**src/cts_pkg.sv**
```systemverilog
// shared constants, tables and payload types for the cartesian to spherical converter
package cts_pkg;

  localparam int COORD_WIDTH   = 24;
  localparam int ANGLE_WIDTH   = 16;
  localparam int CORDIC_STAGES = 16;
  localparam int MAX_STAGES    = 24;
  localparam int FRAC_BITS     = 8;
  // scaled coordinate plus headroom for negation, sqrt(3) spread and cordic gain
  localparam int DATA_WIDTH    = COORD_WIDTH + FRAC_BITS + 3;
  localparam int ACC_WIDTH     = 32;
  localparam int INVK_WIDTH    = 30;

  // 1/K in q30, base value and a small tail that only matters for short chains
  localparam logic [63:0] INVK_BASE = 64'd652032874;
  localparam logic [63:0] INVK_CORR = 64'd434688583;

  // atan(2^-i) in units of 2^-32 turn
  localparam logic [ACC_WIDTH-1:0] ATAN_TURNS [MAX_STAGES] = '{
    32'd536870912, 32'd316933406, 32'd167458907, 32'd85004756,
    32'd42667331,  32'd21354465,  32'd10679838,  32'd5340245,
    32'd2670163,   32'd1335087,   32'd667544,    32'd333772,
    32'd166886,    32'd83443,     32'd41721,     32'd20860,
    32'd10430,     32'd5215,      32'd2607,      32'd1303,
    32'd651,       32'd325,       32'd162,       32'd81
  };

  typedef struct packed {
    logic signed [COORD_WIDTH-1:0] x_position;
    logic signed [COORD_WIDTH-1:0] y_position;
    logic signed [COORD_WIDTH-1:0] z_position;
  } position_t;

  typedef struct packed {
    logic        [COORD_WIDTH-1:0] target_range;
    logic signed [ANGLE_WIDTH-1:0] azimuth;
    logic signed [ANGLE_WIDTH-1:0] elevation;
  } measurement_t;

endpackage

```
**src/cts_cordic_cell.sv**
```systemverilog
// one vectoring cordic micro-rotation with a fixed shift, registered
module cts_cordic_cell #(
  parameter int W     = cts_pkg::DATA_WIDTH,
  parameter int STAGE = 0,
  parameter int SB_W  = 1
) (
  input  logic                           clk_i,
  input  logic                           rst_ni,
  input  logic                           valid_i,
  input  logic signed [W-1:0]            x_i,
  input  logic signed [W-1:0]            y_i,
  input  logic [cts_pkg::ACC_WIDTH-1:0]  acc_i,
  input  logic [SB_W-1:0]                sb_i,
  output logic                           valid_o,
  output logic signed [W-1:0]            x_o,
  output logic signed [W-1:0]            y_o,
  output logic [cts_pkg::ACC_WIDTH-1:0]  acc_o,
  output logic [SB_W-1:0]                sb_o
);

  localparam logic [cts_pkg::ACC_WIDTH-1:0] ANGLE_STEP = cts_pkg::ATAN_TURNS[STAGE];

  logic signed [W-1:0]           xs, ys;
  logic signed [W-1:0]           x_d, y_d;
  logic [cts_pkg::ACC_WIDTH-1:0] acc_d;
  logic                          valid_q;
  logic signed [W-1:0]           x_q, y_q;
  logic [cts_pkg::ACC_WIDTH-1:0] acc_q;
  logic [SB_W-1:0]               sb_q;

  assign xs = x_i >>> STAGE;
  assign ys = y_i >>> STAGE;

  // rotate toward y = 0
  always_comb begin
    if (!y_i[W-1]) begin
      x_d   = x_i + ys;
      y_d   = y_i - xs;
      acc_d = acc_i + ANGLE_STEP;
    end else begin
      x_d   = x_i - ys;
      y_d   = y_i + xs;
      acc_d = acc_i - ANGLE_STEP;
    end
  end

  always_ff @(posedge clk_i or negedge rst_ni) begin
    if (!rst_ni) begin
      valid_q <= 1'b0;
    end else begin
      valid_q <= valid_i;
    end
  end

  always_ff @(posedge clk_i) begin
    x_q   <= x_d;
    y_q   <= y_d;
    acc_q <= acc_d;
    sb_q  <= sb_i;
  end

  assign valid_o = valid_q;
  assign x_o     = x_q;
  assign y_o     = y_q;
  assign acc_o   = acc_q;
  assign sb_o    = sb_q;

endmodule

```
**config.mk**
```make
export PLATFORM = sky130hd
export DESIGN_NAME = cts_cordic_cell
export DESIGN_NICKNAME = d
export VERILOG_FILES = /design/src/cts_pkg.sv /design/src/cts_cordic_cell.sv
export SDC_FILE = /design/constraint.sdc
export NUM_CORES = 1
export LEC_CHECK = 0
export BUFFER_PORTS_ARGS = -buffer_cell sky130_fd_sc_hd__buf_2
export CAP_MARGIN = 10
export CORE_MARGIN = 2
export CORE_UTILIZATION = 35
export DETAILED_ROUTE_END_ITERATION = 12
export PLACE_DENSITY = 0.54
export SYNTH_ARGS = -nofsm -noshare
export SYNTH_HDL_FRONTEND = slang
export SYNTH_SLANG_ARGS = --single-unit
```
**constraint.sdc**
```tcl
create_clock -name clk_i -period 0.95 [get_ports clk_i]
set_input_delay 0 -clock clk_i [delete_from_list [all_inputs] [get_ports clk_i]]
set_output_delay 0 -clock clk_i [all_outputs]
set_load 0.02 [all_outputs]
```
==> Word-level counts from Yosys, hierarchy flattened <==
Cells that the tools add are included.
{ "op_classes": {"add_sub_neg": 5, "mux": 3} }
{ "op_table": {"columns": ["operator", "count"], "rows": [
  ["$mux W35", 2],
  ["$sub A35 B35 Y35", 2],
  ["$add A35 B35 Y35", 1],
  ["$add A32 B30 Y32 const B", 1],
  ["$mux W32", 1],
  ["$sub A32 B30 Y32 const B", 1]
]} }
{ "totals": {"regBits": 104, "inputBits": 106, "elab_cells": 13} }

==> Longest topological paths before layout <==
{ "logic_depth": {"ltp_word": 2, "ltp_mapped": 12, "ltp_nobuf": 12} }

==> Worst setup path after synthesis <==
OpenSTA, ideal clock, no wires.
{ "synth_timing": {"path_kind": "input-to-reg", "from": "input x_i[0]", "to": "register y_q[30], in the netlist y_o[30]", "arrival_ns": 2.284, "slack_ns": -1.463, "cell_stages": 10, "n_path_buf": 0, "path_cell_list": "ha_1 > fa_1 > nor2b_1 > o311ai_0 > o21ai_0 > a221oi_1 > nand2_1 > a2111oi_0 > mux2i_1 > xnor2_1"} }
{ "synth_between": {"elab_chain_cells": 2, "elab_cells_between_ends": 3, "classes_between": "add/sub (2); mux (1)"} }
{ "synth_lines": {"columns": ["item", "line", "source"], "rows": [
  ["start: declaration", "cts_cordic_cell.sv:10", "input logic signed [W-1:0] x_i,"],
  ["$sub A35 B35 Y35 / $add A35 B35 Y35 (equally long branches)", "cts_cordic_cell.sv:38, cts_cordic_cell.sv:42", null],
  ["$mux W35 (*)", "cts_cordic_cell.sv:36", "if (!y_i[W-1]) begin"],
  ["net y_d[30]", "cts_cordic_cell.sv:24", "logic signed [W-1:0] x_d, y_d;"],
  ["end signal: assignment", "cts_cordic_cell.sv:57", "y_q <= y_d;"],
  ["end: declaration", "cts_cordic_cell.sv:27", "logic signed [W-1:0] x_q, y_q;"]
]} }
The timed path passes the listed nets; every way through them passes the cells marked *.

==> Worst setup path in the final report <==
{ "layout_timing": {"from": "input y_i[12]", "to": "register x_q[31], in the netlist x_o[31]"} }
{ "layout_between": {"elab_chain_cells": 2, "elab_cells_between_ends": 3, "classes_between": "add/sub (2); mux (1)"} }
{ "layout_lines": {"columns": ["item", "line", "source"], "rows": [
  ["start: declaration", "cts_cordic_cell.sv:11", "input logic signed [W-1:0] y_i,"],
  ["$add A35 B35 Y35 / $sub A35 B35 Y35 (equally long branches)", "cts_cordic_cell.sv:37, cts_cordic_cell.sv:41", null],
  ["$mux W35 (*)", "cts_cordic_cell.sv:36", null],
  ["net x_d[31]", "cts_cordic_cell.sv:24", null],
  ["end signal: assignment", "cts_cordic_cell.sv:56", "x_q <= x_d;"],
  ["end: declaration", "cts_cordic_cell.sv:27", null]
]} }
Marks and branches as above.

==> impl_metrics.yaml <==
final_layout:
  antenna_cells: 0
  multi_input_area_mm2: 0.00688
  nNetsFinal: 1854
  syn_to_final_growth_pct: 87.5
  fillers: 1865
  drive_above_1_share_pct: 54.8
  seq_area_mm2: 0.00207
  finish.instance_area_mm2: 0.0151
global_routing:
  antenna_found_initial: 0
  track_usage_pct: 26.2
  grt_max_degree: 24
  grt_pass1_wl_um: 50300
  grt_pass1_vias: 9805
  grt-ovfl-total: 0
worst_setup_path:
  critPathKind: "in2reg"
  slowest_stage: "a211oi_2"
  critPathArrivalTime_ns: 2.44
  path_buf_inv: 3
  critPathMaxFanout: 6
  crit_path_start_kind: "input pin"
  critPathTopFamily: "compound AO/OA/AOI/OAI gates"
  crit_required_ns: 1.20
  slowest_delay_ns: 0.35
  crit_chain: "buf_6, ha_4, buf_4, buf_4, a21oi_1, o21bai_1, a21oi_1, o21ai_0, a211oi_2, o21bai_2, a2111oi_4, a311oi_2, xnor2_1"
  worstSetupEndpointType: "register"
logic_synthesis:
  synth_nets: 1221
  synthFlopType: "dfxtp_1"
  ys_types: 68
  yosysTopAreaCellShare_pct: 25.4
  avgSynthCellArea_um2: 7.97
  synth.area.top_cells: "dfxtp_1, ha_1, a21oi_1, xnor2_1, o21ai_0"
  yosys_warnings: 0
  synth-edff-count: 0
  synthArstFlopShare_pct: 0.971
  netlist_instances: 1009
  synth_seq_cells: 103
  syn_area_mm2: 0.00804
  yosysTopAreaCell: "dfxtp_1"
  synth.yosys.seq_area_share_pct: 25.7
pwr:
  p_sw_share_pct: 39.1
  p_int_mw: 11.9
  p_clk_share_pct: 20.1
  powerDensity_mw_per_mm2: 1300
  p_sw_mw: 7.67
  p_leak_nw: 7.16
  comb_power_share_pct: 52.8
  seqPwrFrac_pct: 27.1
  ir_worst_vdd_mv: 0.732
sta:
  finalCritPeriodShare_pct: 230
  timing.fmax_mhz: 457
  max-slew-margin-rel_pct: 52.3
  period_needed_ns: 2.19
  worstMarginPinSlew_ns: 0.709
  setup_viol: 64
  hold_viol_final: 0
  slew_violations: 0
  timing.hold.ws_ns: 0.0750
  fin_ws_ns: -1.24
  rsz0062_at_grt: "true"
route:
  drt_first_iter_violations: 565
  routed_wl_um: 33400
  vias: 9845
  wl_per_cell_um: 17.3
  viasPerCell: 5.10
  ant_nets: 0
  firstDrtPassIters: 5
  drc_errors: 0
run_status:
  status: "complete, but fails checks"
  violations: "setup timing"
floorplan:
  fp.dieH_um: 156
  fp-row-count: 55
  die_area_mm2: 0.0242
  die_x_um: 156
  start_util_pct: 35.6
  core-area_mm2: 0.0226
  io_pins: 210
placed_design:
  hpwl_um: 24800
  gp_congestion: 0.946
  io_buffers: 209
  post_dp_cell_area_mm2: 0.0123
flow_run:
  maxCapViolCount: 0
clock_network:
  cts-root-buf: "clkbuf_16"
  cts_buffer_depth: 2
  htree_levels: 3
  cts-buffers-inserted: 9
  cts_sinks: 103
  cts_tree: "yes"
  clk_pin_slew_ns: 0.09
worst_hold_path:
  min_path_type: "in2reg"
[placed cells by master (no fill, tap or decap), types with 10 or more instances in the layout]
master | netlist | routed
a21o_1 | 21 | 21
a21oi_1 | 121 | 79
a21oi_2 | 2 | 37
buf_2 | 13 | 183
buf_4 | 5 | 367
buf_6 | 1 | 72
dfxtp_1 | 102 | 102
dlygate4sd3_1 | 0 | 37
ha_1 | 102 | 74
ha_4 | 0 | 26
inv_1 | 91 | 67
inv_2 | 7 | 18
inv_4 | 0 | 10
nand2_1 | 52 | 37
nand2_2 | 0 | 10
nand4_1 | 16 | 16
nor2_1 | 63 | 56
nor2b_1 | 18 | 13
nor3_1 | 20 | 10
o21a_1 | 10 | 10
o21ai_0 | 72 | 34
o21ai_1 | 0 | 18
o21ai_2 | 0 | 18
o21bai_1 | 32 | 18
xnor2_1 | 55 | 51
xor2_1 | 13 | 13
[worst min-delay path, cell delays in order]
cell	delay [ns]
buf_6	0.08
ha_4	0.17
buf_4	0.12
xnor2_1	0.05
[worst paths after layout]
path,from,endpoint,slack [ns],depth (start not counted)
setup / recovery,y_i[12],x_o[31]$_DFF_P_,-1.24,13
hold / removal,y_i[14],x_o[14]$_DFF_P_,0.07,4
max in group asynchronous,rst_ni,valid_o$_DFF_PN0_,0.38,3
min in group asynchronous,rst_ni,valid_o$_DFF_PN0_,0.47,3
[synth_stat cells, types with 7 or more instances]
master,number
inv_2,7
o21ai_0,72
ha_1,102
clkbuf_1,26
o211ai_1,8
nand3_1,10
dfxtp_1,102
nor2b_1,18
nand4_1,16
a21o_1,21
nor4_1,8
o31ai_1,15
mux2i_1,14
buf_2,13
inv_1,91
a211oi_1,18
nor2_1,63
o21bai_1,32
nand2_1,52
o21a_1,10
a21oi_1,121
xor2_1,13
xnor2_1,55
nor3_1,20
[sequential cells by signal, indices dropped and copies added (netlist names)]
signal / flops
acc_o: 32
sb_o: 1
valid_o: 1
x_o: 34
y_o: 35
[layout make-up]
type                    instances  share of cell area, %
inverters                     102                   2.85
clock inverters                 7                  0.481
repair buffers                671                   33.5
clock buffers                   9                   1.49
multi-input cells             755                   45.6
well taps                     285                   2.36
flip-flops and latches        103                   13.7
[kinds of logic after synthesis]
kind of cell	after synthesis	synth area share, %
AOI/OAI and AO/OA	354	28.1
and+or+nand+nor	213	12.6
buffers and inverters	151	7.58
adders and majority gates	106	16.9
DFF	103	25.7
xor gates and xnor gates	68	7.41
muxes	14	1.74
[power by group through the flow]
| stage | registers, mW | clock network, mW | logic [mW] |
|---|---|---|---|
| 3_5_place_dp | 5.42 | 0 | 8.36 |
| 2_1_floorplan | 6.43 | 0 | 3.50 |
| 5_1_grt | 5.40 | 4.17 | 11.0 |
| 3_3_place_gp | 5.41 | 0 | 8.33 |
| 4_1_cts | 5.32 | 4.02 | 9.29 |
| 6_report | 5.32 | 3.94 | 10.4 |
[layer usage]
metal	track usage (%)	routed length (µm)	part of all wire, %	vias to the layer above
li1	-	-	-	4797
met1	33.6	14800	44	4686
met2	45.5	16200	48	303
met3	4.00	1590	4.8	59
met4	7.60	845	2.5	0
met5	0	0	0	-
[through the flow]
stage	setup TNS (ns)	cells	total power, mW	utilization (%)	worst slack, ns
detailed placement	-89.35	1801	13.8	54.7	-1.88
global route	-62.53	1932	20.6	66.8	-1.30
floorplan	-52.64	1009	9.93	-	-1.27
global placement	-88.44	1801	13.7	54.7	-1.83
CTS	-53.78	1884	18.6	61.9	-1.21
finish	-58.29	1932	19.6	66.8	-1.24
[timing repair]
| action | in CTS | in global routing |
|---|---|---|
| buffers inserted | 32 | 53 |
| endpoints found under the hold margin | 37 | 0 |
| endpoints found under the setup margin | 64 | 64 |
| pin swaps | 99 | 113 |
| hold buffers | 37 | 0 |
| gates resized for setup | 165 | 185 |
No activity file was read; power rests on OpenSTA's default activity.
