### src/cts_pkg.sv
// shared constants, tables and payload types for the cartesian to spherical converter
package cts_pkg;

  localparam int COORD_WIDTH   = 24;
  localparam int ANGLE_WIDTH   = 16;
  localparam int CORDIC_STAGES = 16;
  localparam int MAX_STAGES    = 24;
  localparam int FRAC_BITS     = 8;
  // scaled coordinate plus headroom for negation, sqrt(3) spread and cordic gain
  localparam int DATA_WIDTH    = COORD_WIDTH + FRAC_BITS + 3;
  localparam int ACC_WIDTH     = 32;
  localparam int INVK_WIDTH    = 30;

  // 1/K in q30, base value and a small tail that only matters for short chains
  localparam logic [63:0] INVK_BASE = 64'd652032874;
  localparam logic [63:0] INVK_CORR = 64'd434688583;

  // atan(2^-i) in units of 2^-32 turn
  localparam logic [ACC_WIDTH-1:0] ATAN_TURNS [MAX_STAGES] = '{
    32'd536870912, 32'd316933406, 32'd167458907, 32'd85004756,
    32'd42667331,  32'd21354465,  32'd10679838,  32'd5340245,
    32'd2670163,   32'd1335087,   32'd667544,    32'd333772,
    32'd166886,    32'd83443,     32'd41721,     32'd20860,
    32'd10430,     32'd5215,      32'd2607,      32'd1303,
    32'd651,       32'd325,       32'd162,       32'd81
  };

  typedef struct packed {
    logic signed [COORD_WIDTH-1:0] x_position;
    logic signed [COORD_WIDTH-1:0] y_position;
    logic signed [COORD_WIDTH-1:0] z_position;
  } position_t;

  typedef struct packed {
    logic        [COORD_WIDTH-1:0] target_range;
    logic signed [ANGLE_WIDTH-1:0] azimuth;
    logic signed [ANGLE_WIDTH-1:0] elevation;
  } measurement_t;

endpackage

### src/cts_gain_comp.sv
// two-stage cordic gain compensation, multiply by 1/K in q30 with rounding
module cts_gain_comp #(
  parameter int                                W    = cts_pkg::DATA_WIDTH,
  parameter int                                SB_W = 1,
  parameter logic [cts_pkg::INVK_WIDTH-1:0]    INVK = cts_pkg::INVK_BASE[cts_pkg::INVK_WIDTH-1:0]
) (
  input  logic            clk_i,
  input  logic            rst_ni,
  input  logic            valid_i,
  input  logic [W-1:0]    a_i,
  input  logic [SB_W-1:0] sb_i,
  output logic            valid_o,
  output logic [W-1:0]    p_o,
  output logic [SB_W-1:0] sb_o
);

  localparam int KW    = cts_pkg::INVK_WIDTH;
  localparam int HI_W  = W + KW - 15;
  localparam int LO_W  = 15 + KW;
  localparam int SUM_W = HI_W + 1;

  logic [HI_W-1:0]  hi_d, hi_q;
  logic [LO_W-1:0]  lo_d, lo_q;
  logic [SB_W-1:0]  sb1_q, sb2_q;
  logic             valid1_q, valid2_q;
  logic [SUM_W-1:0] sum;
  logic [W-1:0]     p_q;

  // split product keeps each multiplier narrow
  assign hi_d = HI_W'(a_i[W-1:15]) * HI_W'(INVK);
  assign lo_d = LO_W'(a_i[14:0]) * LO_W'(INVK);

  assign sum = SUM_W'(hi_q) + SUM_W'(lo_q[LO_W-1:15]) + SUM_W'(1 << 14);

  always_ff @(posedge clk_i or negedge rst_ni) begin
    if (!rst_ni) begin
      valid1_q <= 1'b0;
      valid2_q <= 1'b0;
    end else begin
      valid1_q <= valid_i;
      valid2_q <= valid1_q;
    end
  end

  always_ff @(posedge clk_i) begin
    hi_q  <= hi_d;
    lo_q  <= lo_d;
    sb1_q <= sb_i;
    p_q   <= sum[W+14:15];
    sb2_q <= sb1_q;
  end

  assign valid_o = valid2_q;
  assign p_o     = p_q;
  assign sb_o    = sb2_q;

endmodule

### config.mk
export PLATFORM = sky130hd
export DESIGN_NAME = cts_gain_comp
export DESIGN_NICKNAME = d
export VERILOG_FILES = /design/src/cts_pkg.sv /design/src/cts_gain_comp.sv
export SDC_FILE = /design/constraint.sdc
export NUM_CORES = 1
export LEC_CHECK = 0
export ABC_AREA = 0
export BUFFER_PORTS_ARGS = -buffer_cell sky130_fd_sc_hd__buf_2
export CAP_MARGIN = 5
export CORE_MARGIN = 8
export CORE_UTILIZATION = 55
export DETAILED_ROUTE_END_ITERATION = 8
export MAX_ROUTING_LAYER = met4
export PLACE_DENSITY = 0.83
export SLEW_MARGIN = 20
export SYNTH_ARGS = -nofsm -noshare
export SYNTH_HDL_FRONTEND = slang
export SYNTH_SLANG_ARGS = --single-unit
### constraint.sdc
create_clock -name clk_i -period 4.6 [get_ports clk_i]
set_input_delay 0.69 -clock clk_i [delete_from_list [all_inputs] [get_ports clk_i]]
set_output_delay 0.69 -clock clk_i [all_outputs]
set_load 0.02 [all_outputs]
Word-level counts from Yosys, hierarchy flattened
Cells that the tools add are included.
- register bits after elaboration: 132
- bits of input ports: 39
- word-level logic and storage cells: 11
- add/sub/neg operators: 2
- multiply operators: 2
- operator list (operator ; count):
    $add 50x15->50 const B ; 1
    $add 50x30->50 ; 1
    $mul 20x29->49 const B ; 1
    $mul 15x29->44 const B ; 1

Logic depth before layout (Yosys ltp)
Gate-level depths: netlist of the first run.
- word-level depth: 2
- gate-level depth with buffers: 25
- depth with buffers taken out: 24

Least setup slack after synthesis of the first run
OpenSTA, ideal clock, no wires.
- path kind: input port to flip-flop
- start: in a_i[17]
- end: reg hi_q[49]
- setup time: 119 ps
- arrival time: 6120 ps
- slack: -1639 ps
- stages on the path: 23
- buffers on the path: 0
- cell sequence: ha_1 -> inv_1 -> fa_1 -> inv_1 -> fa_1 -> fa_1 -> inv_1 -> fa_1 -> inv_1 -> fa_1 -> inv_1 -> fa_1 -> inv_1 -> ha_1 -> o21a_1 -> o21ai_0 -> a211oi_1 -> o21ai_0 -> a21oi_2 -> o211ai_1 -> a2111oi_0 -> nor2_1 -> xnor2_1
- longest elaborated chain between the ends: 1
- RTL lines (element ; line ; text):
    start, declared ; cts_gain_comp.sv:10 ; input logic [W-1:0] a_i,
    $mul 20x29->49 ; cts_gain_comp.sv:30 ; assign hi_d = HI_W'(a_i[W-1:15]) * HI_W'(INVK);
    named net hi_d[49] ; cts_gain_comp.sv:22 ; logic [HI_W-1:0] hi_d, hi_q;
    end signal, assigned ; cts_gain_comp.sv:46 ; hi_q <= hi_d;
    end, declared ; cts_gain_comp.sv:22 ;
The timed path passes the listed nets, and every way through them passes these cells.

Worst setup path after layout of the first run
- start: in a_i[25]
- end: reg hi_q[42]
Same word-level chain as after synthesis.

==> results of run 1 <==
[metal layers]
metal	up-vias	global-route usage, %
li1	8134	-
met1	9180	41.30
met2	690	47.65
met3	169	8.182
met4	0	6.083
met5	-	-
[repair_timing]
action,in CTS,in global routing
endpoints found under the setup margin,67,68
resized for setup,317,146
setup buffers,51,35
pin swaps,188,174
hold buffers,0,0
[area by class of cell]
cell class                      instances  area, um^2
Clock buffer                           20       436.7
Antenna cell                            1       2.502
Timing Repair Buffer                  610        4916
Clock inverter                         11       107.6
Fill cell                            2524        9592
Multi-Input combinational cell       1463       19240
Tap cell                              525       656.9
Sequential cell                       117        2352
Inverter                              591        2245
[worst register-to-register path: stages, from the launching register on]
cell and delay [ns]:
dfxtp_1 0.31, inv_1 0.05, ha_1 0.27, inv_1 0.05, ha_1 0.30, and3_1 0.18
a221oi_1 0.09, o21ai_0 0.40, a21oi_1 0.17, nand3b_1 0.25, nand2_1 0.21, o21ai_0 0.48
nand3_1 0.19, xnor2_1 0.16
[registers in the layout, summed over array words and instances (netlist names)]
signal    flops
sb1_q         1
sb_o          1
lo_q         29
p_o          35
valid1_q      1
hi_q         49
valid_o       1
[stage by stage]
stage / util (%) / worst slack (ns)
2_1_floorplan: - / -1.317
3_3_place_gp: 68.23 / -1.879
5_1_grt: 75.75 / -1.712
6_report: 75.75 / -1.507
4_1_cts: 73.84 / -1.381
3_5_place_dp: 68.23 / -1.901
[synthesized netlist by cell type, drive strengths merged, types with 12 or more instances]
master,number,area (um^2)
nor2,52,195.2
xnor2,73,639.4
a21oi,103,530.5
nand3,33,165.2
clkbuf,13,51.30
a21o,52,390.4
xor2,36,315.3
ha,412,5155
o21ai,53,269.0
fa,400,8008
o211ai,12,100.1
a31oi,13,87.58
nand2,70,262.8
o21bai,14,108.9
and2,13,81.33
inv,591,2218
nand2b,12,75.07
nand4,25,156.4
dfxtp,115,2302
[final timing paths]
check / end / depth (start not counted)
worst max-delay path: hi_q[42]$_DFF_P_ / 22
worst min-delay path: valid1_q$_DFF_PN0_ / 1
worst max register to register: p_o[18]$_DFF_P_ / 13
worst min register to register: sb_o$_DFF_P_ / 0
max in group asynchronous: valid_o$_DFF_PN0_ / 1
min in group clk_i: sb_o$_DFF_P_ / 0
[kinds of logic after synthesis]
| logic type | share of synthesized area, % |
|---|---|
| adders and majority gates | 60.13 |
| and+or+nand+nor | 5.504 |
| DFF | 10.75 |
| xor gates and xnor gates | 4.361 |
| AOI/OAI and AO/OA | 8.756 |
| buffers and inverters | 10.51 |
[cells in the final DEF, fill, tap and decap left out, types with 33 or more instances in the layout]
cell type and count:
inv_1 516, buf_4 475, ha_1 347, fa_1 341, dfxtp_1 115, buf_6 77, a21oi_1 73, inv_2 66
fa_2 59, ha_4 59, nand2_1 54, a21o_1 52, xnor2_1 48, nor2_1 43, buf_2 43, xor2_1 33
==> metrics.txt, run 1 <==
number of synthesized register bits 117; final worst path period share 132.8%; Initial Util 55.35%; type of the most critical hold path input pin to asynchronous set/reset pin; yosys synthesis warning count 0; routed wl met3 5522 um; Area Overhead vs Synth 36.85%; f_max 0.1637 GHz; first-pass GRT wire length 109300 um; max layer used met4; Worst-path clk slew 0.06 ns; Horiz. Die Dim 215.5 um; final hold violations 0; met2 routed WL 32470 um; critical path data arrival time 6.45 ns; Syn Inst Count 2190; number of global-route vias before repair 19920; clk_skew 0.01169 ns; Detailed Route WL 71290 um; vias per cell 5.444; Slew @ Worst Pin 0.5028 ns; number of synthesized flops with an enable pin 0; kind of cell adding the most delay to the critical path adder cells; Slew Viols, Final 0; failing checks negative setup slack; reg2reg start hi_q[14]$_DFF_P_; Synth async-reset ratio 1.709%; Clock Tree Root clkbuf_16; vias after detailed routing 18170; Largest stage delay, worst path 0.59 ns; crit path setup slack, layout -1.507 ns; post-route insts no fill 3338; slowest CP cell fa_2; sequential fraction of the synthesis area 10.75%; IO buf count 75; Synth Flop Type dfxtp_1; Metal-1 WL 31230 um; core footprint 39550 um^2; DR WL/cell 21.36 um; io pins 76; CTS H-tree depth 4; mapped cell area 21890 um^2; Routed Antenna Nets 0; CTS tree yes; crit start category input pin; placed cells 3245; hpwl dp 57370 um; fin crit period 6.107 ns; syn_nets 3041; Fin Hold WS 0.02742 ns; fraction of layout cells with a size suffix above 1 35.81%; Worst Setup Path Type input pin to register; Area after DPL 26980 um^2; DIE AREA 46440 um^2; DRT iter0 DRCs 1375; initial antenna violation count 1; CTS Buffer Depth 2; number of max-cap violations 0; Reg2Reg Setup Slack 1.38 ns; Yosys cell types 62; CP Cell Sequence buf_12 -> fa_2 -> inv_1 -> fa_2 -> fa_1 -> inv_1 -> fa_2 -> fa_1 -> inv_1 -> fa_1 -> inv_1 -> ha_1 -> ha_1 -> a21oi_1 -> o21a_1 -> o221ai_2 -> o21ai_1 -> o211ai_2 -> o31ai_2 -> o21ai_1 -> a21oi_1 -> xnor2_1; outcome finished, violations left; clk_lat worst skew 0.43 ns; Row Count 73; fin nets 3651; Num Clock Sinks 117; design area 29960 um^2; Setup crit end kind register; crit path from a_i[25]; endpoints failing setup 66; cts bufs inserted 17; top fanout value on the critical path 5; Mean Syn Cell Area 9.996 um^2; largest net degree at the start of global routing 17; RSZ-0062 raised after global routing yes; global route total overflow 0; DR pass1 iterations 5; DRC Markers 0; Final Wtd Congestion 1.005; total track usage 31.00%; setup TNS -66.72 ns; Worst slew margin 66.13%; CP Buf/Inv Count 5; Crit path required time 4.94 ns; Die Ht 215.5 um; most frequent CP cell inv_1
Power of run 1 is not shown: default switching activity piles up to over one toggle a cycle in this logic, so the estimate is an artifact.
==> run 2: changes to the inputs <==
Settings changed: BUFFER_PORTS_ARGS -buffer_cell sky130_fd_sc_hd__buf_2 to not set, DONT_BUFFER_PORTS set to 1, PLACE_DENSITY 0.83 to 0.81.
==> run 2 against run 1 <==
Effect of this change:
- the run still ends with negative setup slack left
- final cell count shrank 3.7%
- clock-buffer cell count shrank 1
- die area is the same
- critical endpoint unchanged
- highest routed layer unchanged
==> metrics.txt, run 2 (same netlist as run 1, synthesis figures left out) <==
outcome finished, violations left; failing checks negative setup slack; critical path data arrival time 6.25 ns (-0.20 ns); DIE AREA 46440 um^2 (unchanged); vias after detailed routing 17830 (-1.9%); Fin Hold WS 0.2835 ns (+0.2561 ns); DRT iter0 DRCs 1376 (+0.073%); CP Cell Sequence fa_2 -> fa_1 -> fa_1 -> fa_2 -> fa_2 -> fa_1 -> inv_1 -> fa_1 -> inv_1 -> ha_4 -> buf_8 -> a21oi_4 -> o21a_1 -> o221ai_4 -> o21ai_2 -> o211ai_2 -> o31ai_2 -> o21ai_1 -> a21oi_2 -> xnor2_1; core footprint 39550 um^2 (unchanged); io pins 76 (unchanged); CTS H-tree depth 4 (unchanged); CTS tree yes; type of the most critical hold path input pin to register; CTS Buffer Depth 2 (unchanged); fraction of layout cells with a size suffix above 1 32.64% (-3.2 points); RSZ-0062 raised after global routing yes; kind of cell adding the most delay to the critical path adder cells; IO buf count 0 (-100%); Horiz. Die Dim 215.5 um (unchanged); final worst path period share 128.1% (-4.6 points); most common cell after layout, fill and taps aside inv_1; CP Buf/Inv Count 3 (-2); crit start category input pin; Row Count 73 (unchanged); number of global-route vias before repair 19370 (-2.8%); cts bufs inserted 17 (unchanged); fillers 2498 (-1.0%); FF+latch area 2352 um^2 (unchanged); final hold violations 0 (unchanged); DRC Markers 0 (unchanged); Worst slew margin 55.34% (-11 points); first-pass GRT wire length 103500 um (-5.2%); Area after DPL 26190 um^2 (-2.9%); Worst Setup Path Type input pin to register; Num Clock Sinks 117 (unchanged); crit path setup slack, layout -1.294 ns (+0.2130 ns); clk_skew 0.01266 ns (+0.0009683 ns); Crit path required time 4.95 ns (about the same); largest net degree at the start of global routing 17 (unchanged); commonest cells after routing, fill and taps aside 525 x inv_1, 432 x buf_4, 348 x ha_1, 346 x fa_1, 115 x dfxtp_1; top fanout value on the critical path 6 (+1); post-route insts no fill 3215 (-3.7%); Worst-path clk slew 0.06 ns (about the same); vias per cell 5.545 (+1.8%); global route total overflow 0 (unchanged); Biggest register hi_q; Final Wtd Congestion 1.022 (+1.7%); Largest stage delay, worst path 0.59 ns (about the same); # diodes 0 (-1); Clock Tree Root clkbuf_16; clk_lat worst skew 0.43 ns (about the same); DR WL/cell 21.87 um (+2.4%); Area Overhead vs Synth 32.15%; f_max 0.1697 GHz (+3.6%); slowest CP cell fa_1; hpwl dp 54100 um (-5.7%); Die Ht 215.5 um (unchanged); Slew @ Worst Pin 0.6692 ns (+0.1664 ns); placed cells 3114 (-4.0%); Routed Antenna Nets 0 (unchanged); initial antenna violation count 0 (-1); endpoints failing setup 65 (-1.5%); multi-input combinational cell area 19190 um^2 (-0.25%); max reg flops 49 (unchanged); Setup crit end kind register; Detailed Route WL 70320 um (-1.4%); total track usage 29.29% (-1.7 points); Initial Util 55.35% (unchanged); fin crit period 5.894 ns (-0.2130 ns); DR pass1 iterations 6 (+1); number of max-cap violations 0 (unchanged); Slew Viols, Final 0 (unchanged); design area 28930 um^2 (-3.4%); fin nets 3529 (-3.3%); most frequent CP cell fa_1
==> run 2: cell types whose count changed in the layout (fill, tap and decap cells not counted), moves of 6 or more <==
cell     change
buf_2       -43
buf_4       -43
buf_6       -28
inv_1        +9
a21oi_2      +8
xnor2_1      +7
a21oi_1      -6
inv_2        -6
==> run 2: stage by stage <==
stage	setup TNS [ns]	utilization, %	setup slack (ns)
6_report	-58.77	73.15	-1.294
3_3_place_gp	-78.76	66.22	-1.700
5_1_grt	-65.42	73.15	-1.482
3_5_place_dp	-83.42	66.22	-1.792
2_1_floorplan	-53.00	-	-1.317
4_1_cts	-49.24	70.94	-1.181
==> run 2: worst paths after layout <==
kind                             startpoint                  to  slack, ns  cells past startpoint
setup / recovery                    a_i[22]    hi_q[42]$_DFF_P_      -1.29                     20
hold / removal                         sb_i       sb1_q$_DFF_P_       0.28                      0
setup reg to reg           lo_q[29]$_DFF_P_     p_o[19]$_DFF_P_       1.25                     13
hold reg to reg               sb1_q$_DFF_P_        sb_o$_DFF_P_       0.34                      0
max in group asynchronous            rst_ni  valid1_q$_DFF_PN0_       3.99                      1
min in group asynchronous            rst_ni   valid_o$_DFF_PN0_       0.49                      1
==> run 2: metal layers <==
metal	global-route usage [%]	wire length (um)
met5	-	0
met4	6.446	2664
met1	35.75	27660
met2	47.62	33810
met3	8.993	6186
==> run 2: timing repair <==
item / CTS / global route
pin swaps: 149 / 142
gates resized for setup: 211 / 146
endpoints found under the hold margin: 2 / 0
hold buffers: 1 / 0
endpoints found under the setup margin: 66 / 67
buffers inserted: 44 / 47
==> run 2: layout make-up <==
type	count	area share [%]
well taps	525	2.271
clock buffers	19	1.566
multi-input cells	1463	66.34
repair buffers	488	13.55
clock inverters	12	0.4109
inverters	591	7.729
flip-flops and latches	117	8.131
Power of run 2 is left out for the same reason.
==> run 3: changes to the inputs <==
Clock period 4.6 ns to 7.5 ns, I/O delays scaled along.
==> run 3 against run 2 <==
Effect of this change:
- the run now ends clean
- sequential share of layout area rose by 2.0 points
- cell area is 20% lower
- final cell count decreased by 15%
- hold slack better by 0.061 ns
- critical path depth is 3 higher
- die area unchanged
- worst setup slack better by 1.9 ns
- critical endpoint is now hi_q[49]$_DFF_P_
==> metrics.txt, run 3 (same netlist as run 1, synthesis figures left out) <==
Fin Hold WS 0.3444 ns (+0.06093 ns); first-pass GRT wire length 90020 um (-13%); IO buf count 0 (unchanged); CTS tree yes; Detailed Route WL 56110 um (-20%); hpwl dp 50080 um (-7.4%); total track usage 25.49% (-3.8 points); Hold-fix buffers, CTS 0 (-1); DR WL/cell 20.51 um (-6.2%); final worst path period share 91.34%; fraction of layout cells with a size suffix above 1 2.985% (-30 points); Biggest register hi_q; crit start category input pin; clk_skew 0.01316 ns (+0.0004989 ns); Horiz. Die Dim 215.5 um (unchanged); DR pass1 iterations 5 (-1); Largest stage delay, worst path 0.56 ns (-0.03 ns); Routed Antenna Nets 0 (unchanged); top fanout value on the critical path 7 (+1); Num Clock Sinks 117 (unchanged); Post-CTS Resized 0 (-100%); endpoints failing setup 0 (-100%); Row Count 73 (unchanged); number of max-cap violations 0 (unchanged); max reg flops 49 (unchanged); Crit path required time 7.81 ns (+2.86 ns); Slew Viols, Final 0 (unchanged); Worst slew margin 27.81% (-28 points); Setup Buffers After CTS 0 (-100%); placed cells 2705 (-13%); Initial Util 55.35% (unchanged); Final Wtd Congestion 0.9822 (-3.9%); # diodes 0 (unchanged); initial antenna violation count 0 (unchanged); RSZ-0062 raised after global routing no; worst r2r path cells 13 (unchanged); io pins 76 (unchanged); Worst-path clk slew 0.06 ns (about the same); Die Ht 215.5 um (unchanged); final hold violations 0 (unchanged); clk_lat worst skew 0.42 ns (about the same); CTS Buffer Depth 2 (unchanged); Clock Tree Root clkbuf_16; type of the most critical hold path register to register; fillers 3361 (+35%); vias after detailed routing 15040 (-16%); DRT iter0 DRCs 1088 (-21%); most common cell after layout, fill and taps aside inv_1; critical path data arrival time 7.16 ns (+0.91 ns); setup TNS 0 ns (+58.77 ns); outcome complete, no violations; fin crit period 6.851 ns; Area Overhead vs Synth 5.727%; largest net degree at the start of global routing 17 (unchanged); number of global-route vias before repair 16150 (-17%); core footprint 39550 um^2 (unchanged); Worst Setup Path Type input pin to register; global route total overflow 0 (unchanged); slowest CP cell fa_1; vias per cell 5.498 (-0.84%); f_max 0.1460 GHz; CP Cell Sequence ha_1 -> inv_1 -> fa_1 -> inv_1 -> fa_1 -> fa_1 -> inv_1 -> fa_1 -> inv_1 -> fa_1 -> inv_1 -> fa_1 -> inv_1 -> ha_1 -> o21a_1 -> o21ai_0 -> a211oi_1 -> o21ai_0 -> a21oi_2 -> o211ai_1 -> a2111oi_0 -> nor2_1 -> xnor2_1; DIE AREA 46440 um^2 (unchanged); hold-critical path depth 0 (unchanged); Setup crit end kind register; post-route insts no fill 2736 (-15%); Slew @ Worst Pin 1.083 ns (+0.4137 ns); DRC Markers 0 (unchanged); fin nets 3050 (-14%); cts bufs inserted 17 (unchanged); commonest cells after routing, fill and taps aside 591 x inv_1, 412 x ha_1, 400 x fa_1, 115 x dfxtp_1, 99 x a21oi_1; CTS H-tree depth 4 (unchanged)
## run 3: cell types whose count changed in the layout (fill, tap and decap cells not counted), moves of 23 or more
cell     previous run  this run
a21oi_1            67        99
a21oi_2            27         4
buf_4             432         9
buf_6              49         0
fa_1              346       400
fa_2               54         0
ha_1              348       412
ha_4               58         0
inv_1             525       591
inv_2              60         0
o21ai_0            17        45
## run 3: final cells by class
| class | count | area (um^2) | area share, % |
|---|---|---|---|
| Clock buffer | 18 | 439.2 | 1.898 |
| Sequential cell | 117 | 2352 | 10.16 |
| Clock inverter | 13 | 171.4 | 0.7406 |
| Tap cell | 525 | 656.9 | 2.838 |
| Timing Repair Buffer | 9 | 67.56 | 0.2919 |
| Inverter | 591 | 2218 | 9.585 |
| Multi-Input combinational cell | 1463 | 17240 | 74.48 |
## run 3: worst max-delay path, delay by kind of cell
kind	cells	cell delay [ns]
adders and majority gates	8	3.75
AOI/OAI and AO/OA	7	1.64
buffers and inverters	6	0.41
xor gates and xnor gates	1	0.13
and+or+nand+nor	1	0.10
## run 3: path summary, 6_finish.rpt
kind,from,end,slack [ns]
worst max-delay path,a_i[17],hi_q[49]$_DFF_P_,0.65
worst min-delay path,sb1_q$_DFF_P_,sb_o$_DFF_P_,0.34
worst max register to register,hi_q[14]$_DFF_P_,p_o[28]$_DFF_P_,3.92
worst min register to register,sb1_q$_DFF_P_,sb_o$_DFF_P_,0.34
max in group asynchronous,rst_ni,valid_o$_DFF_PN0_,7.03
min in group asynchronous,rst_ni,valid1_q$_DFF_PN0_,0.40
## run 3: per-stage QoR
| stage | util (%) | instance area [um^2] | worst slack (ns) |
|---|---|---|---|
| after floorplan | - | 21890 | 0.8259 |
| after global placement | 56.98 | 22530 | 0.3624 |
| after detailed placement | 56.98 | 22530 | 0.3076 |
| after CTS | 58.52 | 23140 | 0.7517 |
| after global routing | 58.52 | 23140 | 0.1572 |
| final | 58.52 | 23140 | 0.6495 |
## run 3: metal layers
| metal | up-vias | GRT usage [%] | share of wire, % |
|---|---|---|---|
| met5 | - | - | 0 |
| met3 | 61 | 4.434 | 6.0 |
| met1 | 7621 | 35.99 | 47 |
| met4 | 0 | 4.902 | 1.9 |
| li1 | 6919 | - | - |
| met2 | 441 | 38.55 | 45 |
Power of run 3 is left out for the same reason.
